--- src/hw/rtl/gyro_shake_jab_detector_assert.svh ---
// Assertion macros for the gyro shake and jab detector.
// Expects clk and arst_n in the scope of each use.
`ifndef GYRO_SHAKE_JAB_DETECTOR_ASSERT_SVH
`define GYRO_SHAKE_JAB_DETECTOR_ASSERT_SVH

// Same-cycle implication.
`define GSJD_ASSERT_IMP(lbl, ante, cons, msg) \
	lbl: assert property (@(posedge clk) disable iff (!arst_n) (ante) |-> (cons)) \
		else $error(msg);

// Next-cycle implication.
`define GSJD_ASSERT_NXT(lbl, ante, cons, msg) \
	lbl: assert property (@(posedge clk) disable iff (!arst_n) (ante) |=> (cons)) \
		else $error(msg);

`endif

--- src/hw/rtl/gsjd_pkg.sv ---
// Shared types and constants of the gyro shake and jab detector.
// No dependencies.
package gsjd_pkg;

	localparam logic [31:0] RECIP_10 = 32'hCCCC_CCCD;
	localparam int RECIP_SHIFT = 35;
	localparam logic [15:0] MOVE_MIN = 16'd26;
	localparam logic [23:0] REST_ZERO_MAX = 24'd2;
	localparam logic [23:0] LEVEL_MAX = 24'hFF_FFFF;
	localparam logic [16:0] YZ_JAB_THRESHOLD = 17'd2560;
	localparam logic [15:0] JAB_THRESHOLD_RST = 16'd2560;

	localparam int CFG_IDX_W = 2;
	localparam logic [CFG_IDX_W-1:0] CFG_JAB_THRESHOLD = 2'd0;
	localparam logic [CFG_IDX_W-1:0] CFG_LEAK_PERIOD = 2'd1;

	localparam int IN_W = 80;
	localparam int OUT_W = 128;

	typedef enum logic [2:0] {
		ST_IDLE,
		ST_WRITE,
		ST_SCAN,
		ST_DRAIN,
		ST_MERGE
	} state_t;

	typedef struct packed {
		logic wr;
		logic div_lvl;
		logic div_abs;
		logic upd;
		logic acc_en;
		logic acc_first;
	} lane_ctl_t;

	typedef struct packed {
		logic [23:0]        level;
		logic signed [15:0] min_v;
		logic signed [15:0] max_v;
	} lane_res_t;

endpackage

--- src/hw/rtl/gsjd_merge.sv ---
// Merge stage: jab values from the lane ranges, held X jab and the result register.
// Depends on gsjd_pkg.
module gsjd_merge (
	input  logic                    clk,
	input  logic                    arst_n,
	input  logic                    load,
	input  gsjd_pkg::lane_res_t     res [3],
	input  logic [15:0]             jab_threshold,
	output logic                    out_busy,
	output logic                    m_tvalid,
	input  logic                    m_tready,
	// shake_x[23:0], shake_y[47:24], shake_z[71:48], jab_x[88:72],
	// jab_y[104:89], jab_z[120:105], zero[127:121]
	output logic [gsjd_pkg::OUT_W-1:0] m_tdata
);
	import gsjd_pkg::*;

	logic signed [16:0] range_w [3];
	logic signed [16:0] jab_x_w, held_q;
	logic [15:0]        jab_y_w, jab_z_w;

	always_comb begin
		for (int i = 0; i < 3; i++)
			range_w[i] = {res[i].max_v[15], res[i].max_v} - {res[i].min_v[15], res[i].min_v};
		jab_x_w = held_q;
		if (range_w[0] > $signed({1'b0, jab_threshold})) begin
			if (!res[0].min_v[15])
				jab_x_w = range_w[0];
			else if (res[0].max_v[15])
				jab_x_w = -range_w[0];
			else
				jab_x_w = 17'sd0;
		end
		jab_y_w = (range_w[1] > $signed(YZ_JAB_THRESHOLD)) ? range_w[1][15:0] : 16'd0;
		jab_z_w = (range_w[2] > $signed(YZ_JAB_THRESHOLD)) ? range_w[2][15:0] : 16'd0;
	end

	assign out_busy = m_tvalid && !m_tready;

	always_ff @(posedge clk or negedge arst_n) begin
		if (!arst_n) begin
			held_q   <= 17'sd0;
			m_tvalid <= 1'b0;
		end else if (load) begin
			held_q   <= jab_x_w;
			m_tvalid <= 1'b1;
		end else if (m_tready) begin
			m_tvalid <= 1'b0;
		end
	end

	always_ff @(posedge clk) begin
		if (load)
			m_tdata <= {7'd0, jab_z_w, jab_y_w, jab_x_w,
				res[2].level, res[1].level, res[0].level};
	end

endmodule

--- config.mk ---
export PLATFORM = sky130hd
export DESIGN_NAME = gsjd_merge
export DESIGN_NICKNAME = d
export VERILOG_FILES = /design/src/hw/rtl/gyro_shake_jab_detector_assert.svh /design/src/hw/rtl/gsjd_pkg.sv /design/src/hw/rtl/gsjd_merge.sv
export SDC_FILE = /design/constraint.sdc
export NUM_CORES = 1
export LEC_CHECK = 0
export BUFFER_PORTS_ARGS = -buffer_cell sky130_fd_sc_hd__buf_2
export CORE_MARGIN = 3
export CORE_UTILIZATION = 54
export DETAILED_ROUTE_END_ITERATION = 10
export PLACE_DENSITY = 0.94
export REMOVE_ABC_BUFFERS = 1
export SYNTH_ARGS = -nofsm -noshare
export SYNTH_HDL_FRONTEND = slang
export SYNTH_SLANG_ARGS = --single-unit
--- constraint.sdc ---
create_clock -name clk -period 1.3 [get_ports clk]
set_input_delay 0.195 -clock clk [delete_from_list [all_inputs] [get_ports clk]]
set_output_delay 0.195 -clock clk [all_outputs]
set_load 0.05 [all_outputs]
==> results of run 1 <==
## what timing repair did
action	in CTS
resized for setup	127
pin swaps	49
buffers inserted	25
endpoints found under the hold margin	90
hold buffers	73
gates cloned	4
endpoints found under the setup margin	74
## cell families after synthesis
family	Yosys count
XOR/XNOR	27
buffers and inverters	118
other	1
AO/OA/AOI/OAI	211
AND/OR/NAND/NOR	188
multiplexers	32
flip-flops	139
adder cells (fa/ha/maj)	68
## cells in the mapped netlist, drive strengths merged (16+ instances only)
library cell	count
dfrtp	18
nand3	20
mux2	27
ha	63
nor3	17
edfxtp	121
a31oi	16
o21ai	36
a21o	21
buf	16
inv	90
nor2	51
a21oi	51
nand2	23
## through the flow
| stage | worst slack, ns | util |
|---|---|---|
| after CTS | -2.05 | 0.903 |
| after floorplan | -2.69 | - |
| after detailed placement | -2.71 | 0.772 |
| after global placement | -2.60 | 0.772 |
## metal layers
metal  overflow  track usage
met5          1        0.142
met4         99        0.873
met2        193         1.00
met3          6        0.638
met1          3        0.753
==> qor.csv, run 1 <==
stage,metric,value,unit
clock_tree,clk root buf,clkbuf_16,
floorplanning,row count,45,
logic_synthesis,yosys warns,0,
floorplanning,I/O Pins,318,
global_routing,GRT Util Overall,0.799,
logic_synthesis,Post-Synth Simple-Gate Area,0.121,
logic_synthesis,post-synthesis sequential area ratio,0.473,
logic_synthesis,Avg Synthesized Cell Area,11.0,sq um
clock_tree,Max Root-Sink Buffers,2,
logic_synthesis,top-area cell type share of the netlist area,0.421,
clock_tree,CTS Buf Count,17,
logic_synthesis,biggest area consumer among synthesized cells,edfxtp_1,
placed_design,Post-Place Cells,1492,
clock_tree,total clock sinks,139,
sta,WEP type,register data pin,
logic_synthesis,Synth area leaders,"edfxtp_1 (42%), ha_1 (9.1%), dfrtp_1 (5.2%)",
logic_synthesis,number of enable flip-flop cells after synthesis,121,
logic_synthesis,post-synth cell types,89,
global_routing,grt ovf,302,
logic_synthesis,Synth Area in Compound Gates,0.174,
sta,Worst Endpoint after GRT Repair,m_tdata[87]$_DFFE_PP_/D,
placed_design,IO Port Bufs,310,
logic_synthesis,post-synthesis mux area share,0.0450,
logic_synthesis,xor and xnor area share after synthesis,0.0274,
logic_synthesis,largest family of logic cells by synthesized area,compound AO/OA/AOI/OAI gates,
clock_tree,H-tree levels,4,
status,Last stage,global routing,
logic_synthesis,post-synthesis adder-cell area fraction,0.101,
floorplanning,Die X,132,microns
logic_synthesis,Most used DFF post-synth,edfxtp_1,
status,run status,stopped before the end,
status,Log Error,[ERROR GRT-0232] Routing congestion too high. Check the congestion heatmap in the GUI.,
floorplanning,die height,132,microns
logic_synthesis,synthesized flop and latch total,139,
placed_design,Placed Area,0.0119,sq mm
logic_synthesis,post-synthesis async set-or-reset flop share,0.129,
placed_design,GPL Wtd Cong,0.943,
placed_design,Detailed Place HPWL,22900,microns
global_routing,largest net degree at the start of global routing,59,
logic_synthesis,"Cell Area, Synth",0.00863,sq mm
floorplanning,Starting Density,0.559,
logic_synthesis,Cells after Synth,784,
==> inputs of run 2 (changes only) <==
CORE_UTILIZATION = 40   (was 54)
PLACE_DENSITY = default   (was 0.94)
PLACE_DENSITY_LB_ADDON = 0.15   (was default)
==> run 2 against run 1 <==
Area after synthesis stayed put. The flow now finishes, with violations (negative setup slack). Synthesized cell count stayed put.
==> qor.csv, run 2 <==
stage,metric,value,unit
cells_and_area,nets,1651,
clock_tree,total clock sinks,139,
cells_and_area,max reg flops,121,
floorplanning,die area,0.0234,sq mm
worst_setup_path,Setup Crit Path Kind,in -> reg,
sta,Final Cycle Share,2.58,
logic_synthesis,Avg Synthesized Cell Area,11.0,sq um
global_routing,first-pass GRT wire length,40200,microns
placed_design,Detailed Place HPWL,18600,microns
clock_tree,clk root buf,clkbuf_16,
sta,final setup margin,-2.05,ns
logic_synthesis,post-synthesis async set-or-reset flop share,0.129,
logic_synthesis,Most used DFF post-synth,edfxtp_1,
logic_synthesis,most common cell in the netlist,edfxtp_1,
placed_design,Placed Area,0.0121,sq mm
detailed_routing,DR pass1 iterations,5,
worst_setup_path,Worst Path Required,1.45,ns
logic_synthesis,synthesized flop and latch total,139,
min_path,Worst Hold Depth,3,
worst_setup_path,worst r2r path cells,1,
floorplanning,Die X,153,microns
detailed_routing,DR vias/cell,4.89,
clock_tree,CTS tree,done,
cells_and_area,top flop regs,"m_tdata: 121 flops, held_q: 17 flops, m_tvalid: 1 flops",
floorplanning,die height,153,microns
clock_tree,Max Root-Sink Buffers,2,
detailed_routing,WL/cell,15.3,microns
cells_and_area,ant diodes,0,
power,Cell Pwr Density,1370,mW/mm^2
floorplanning,row count,53,
worst_setup_path,"Arr. time, crit path",3.50,ns
floorplanning,Starting Density,0.409,
detailed_routing,vias,8246,
cells_and_area,"Design Area, Final",0.0143,sq mm
cells_and_area,"commonest non-fill, non-tap cell in the layout",buf_2,
detailed_routing,DRC Markers,0,
cells_and_area,"commonest non-fill, non-tap cells in the layout","buf_2 (301), buf_4 (216), edfxtp_1 (121)",
sta,setup_tns,-102.07,ns
sta,Final Max Tran Viols,0,
sta,final hold vios,0,
placed_design,GPL Wtd Cong,0.843,
clock_tree,H-tree levels,4,
sta,RSZ-0062 raised after global routing,true,
power,Leak,6.71,nW
detailed_routing,DR iter-0 viols,412,
clock_tree,"Clk pin slew, worst setup/hold paths",0.07,ns
worst_setup_path,Critical Path Fanout Max,8,
logic_synthesis,Synth area leaders,"edfxtp_1 (42%), ha_1 (9.1%), dfrtp_1 (5.2%)",
global_routing,initial antenna violation count,0,
run,Max-Cap Viols,0,
status,run status,finished with violations,
cells_and_area,Reg with most FFs,m_tdata,
clock_tree,CTS Buf Count,17,
sta,post-route minimum period,3.35,ns
worst_setup_path,Critical Path Sink Type,flip-flop,
logic_synthesis,post-synthesis sequential area ratio,0.473,
detailed_routing,routed wire length,25700,microns
placed_design,IO Port Bufs,310,
min_path,Worst Hold Class,in -> reg,
logic_synthesis,"Cell Area, Synth",0.00863,sq mm
floorplanning,core area,0.0211,sq mm
floorplanning,I/O Pins,318,
logic_synthesis,post-synth cell types,89,
logic_synthesis,biggest area consumer among synthesized cells,edfxtp_1,
clock_tree,Clock Latency Late Sink,0.41,ns
power,total power,19.5,mW
logic_synthesis,Cells after Synth,784,
sta,final setup violation count,66,
power,worst vdd ir,0.957,mV
worst_setup_path,Critical Path Start Type,input pin,
status,failing checks,negative setup slack,
placed_design,minimum setup slack after placement,-2.70,ns
logic_synthesis,number of enable flip-flop cells after synthesis,121,
logic_synthesis,top-area cell type share of the netlist area,0.421,
cells_and_area,area grow syn2layout,65.6,%
global_routing,GRT Util Overall,0.209,
sta,Fmax achieved,298,MHz
sta,worst clock skew,0.0154,ns
logic_synthesis,yosys warns,0,
cells_and_area,filler cell count,1674,
global_routing,largest net degree at the start of global routing,60,
logic_synthesis,top post-synthesis cells by count,"edfxtp_1 (121), inv_1 (88), ha_1 (63), nor2_1 (50), a21oi_1 (49)",
global_routing,grt ovf,0,
global_routing,vias in the first global route,8318,
detailed_routing,Routed Antenna Nets,0,
cells_and_area,share of cells above drive strength 1,0.508,
run 2: cell counts after synthesis:
No cell type changed its count.
run 2: stage by stage:
stage,hold slack [ns],instances,utilization
6_report,0.147,1685,0.678
5_1_grt,0.142,1685,0.678
4_1_cts,0.126,1682,0.660
3_5_place_dp,0.155,1564,0.572
3_3_place_gp,0.165,1564,0.572
2_1_floorplan,-0.101,763,-
run 2: final timing paths:
| kind | slack (ns) | startpoint | end |
|---|---|---|---|
| worst max-delay path | -2.05 | res[112] | m_tdata[72] |
| worst min-delay path | 0.15 | m_tready | m_tvalid |
| worst max register to register | 0.39 | held_q[2] | m_tdata[74] |
| worst min register to register | 0.50 | held_q[14] | held_q[14] |
| max in group asynchronous | 0.72 | arst_n | held_q[1] |
| min in group asynchronous | 0.26 | arst_n | held_q[10] |
run 2: kinds of logic (layout without fill, tap and decap cells):
logic type / after synthesis / count (layout) / synth area share
compound gates: 211 / 211 / 0.174
simple gates: 188 / 189 / 0.121
flops: 139 / 139 / 0.473
buf+inv: 118 / 737 / 0.0580
fa+ha+maj: 68 / 68 / 0.101
mux: 32 / 32 / 0.0450
xor+xnor: 27 / 27 / 0.0274
other cells: 1 / 7 / 0.000435
run 2: where the power goes:
group | internal [mW] | switching [mW] | total, mW
Combinational | 3.68 | 4.77 | 8.45
Clock | 2.91 | 2.06 | 4.97
Sequential | 5.79 | 0.324 | 6.11
Total | 12.4 | 7.15 | 19.5
run 2: area by class of cell:
type	count	area (sq um)	share of cell area
clock buffers	17	425	0.0298
well taps	275	344	0.0241
inverters	91	349	0.0244
repair buffers	614	4210	0.295
flip-flops and latches	139	4080	0.286
multi-input cells	534	4700	0.329
clock inverters	15	179	0.0125
run 2: what timing repair did:
item                                   CTS  global route
cloned                                   3             1
endpoints found under the hold margin   90             0
setup endpoints to repair               68            68
pin swaps                               45            35
resized for setup                       94            81
buffers inserted                        11             5
hold buffers                            73             0
run 2: metal layers:
metal / wire, microns / GRT usage / vias up
met1: 10300 / 0.244 / 3801
met5: 0 / 0 / -
met2: 13200 / 0.379 / 251
met4: 715 / 0.0649 / 0
li1: - / - / 4144
met3: 1530 / 0.0524 / 50
run 2: critical path: stages:
cell and delay [ns]:
buf_6 0.10, inv_4 0.04, ha_4 0.12, inv_2 0.03, fa_2 0.33, a21o_1 0.18
a22o_1 0.24, o41ai_2 0.25, xnor2_1 0.18, inv_1 0.10, ha_4 0.28, nor3_2 0.03
nor2_1 0.12, o41ai_2 0.08, maj3_2 0.33, o31ai_4 0.25, and2_4 0.32, mux2_4 0.32
Note: power is estimated with default switching activity, not from simulation.
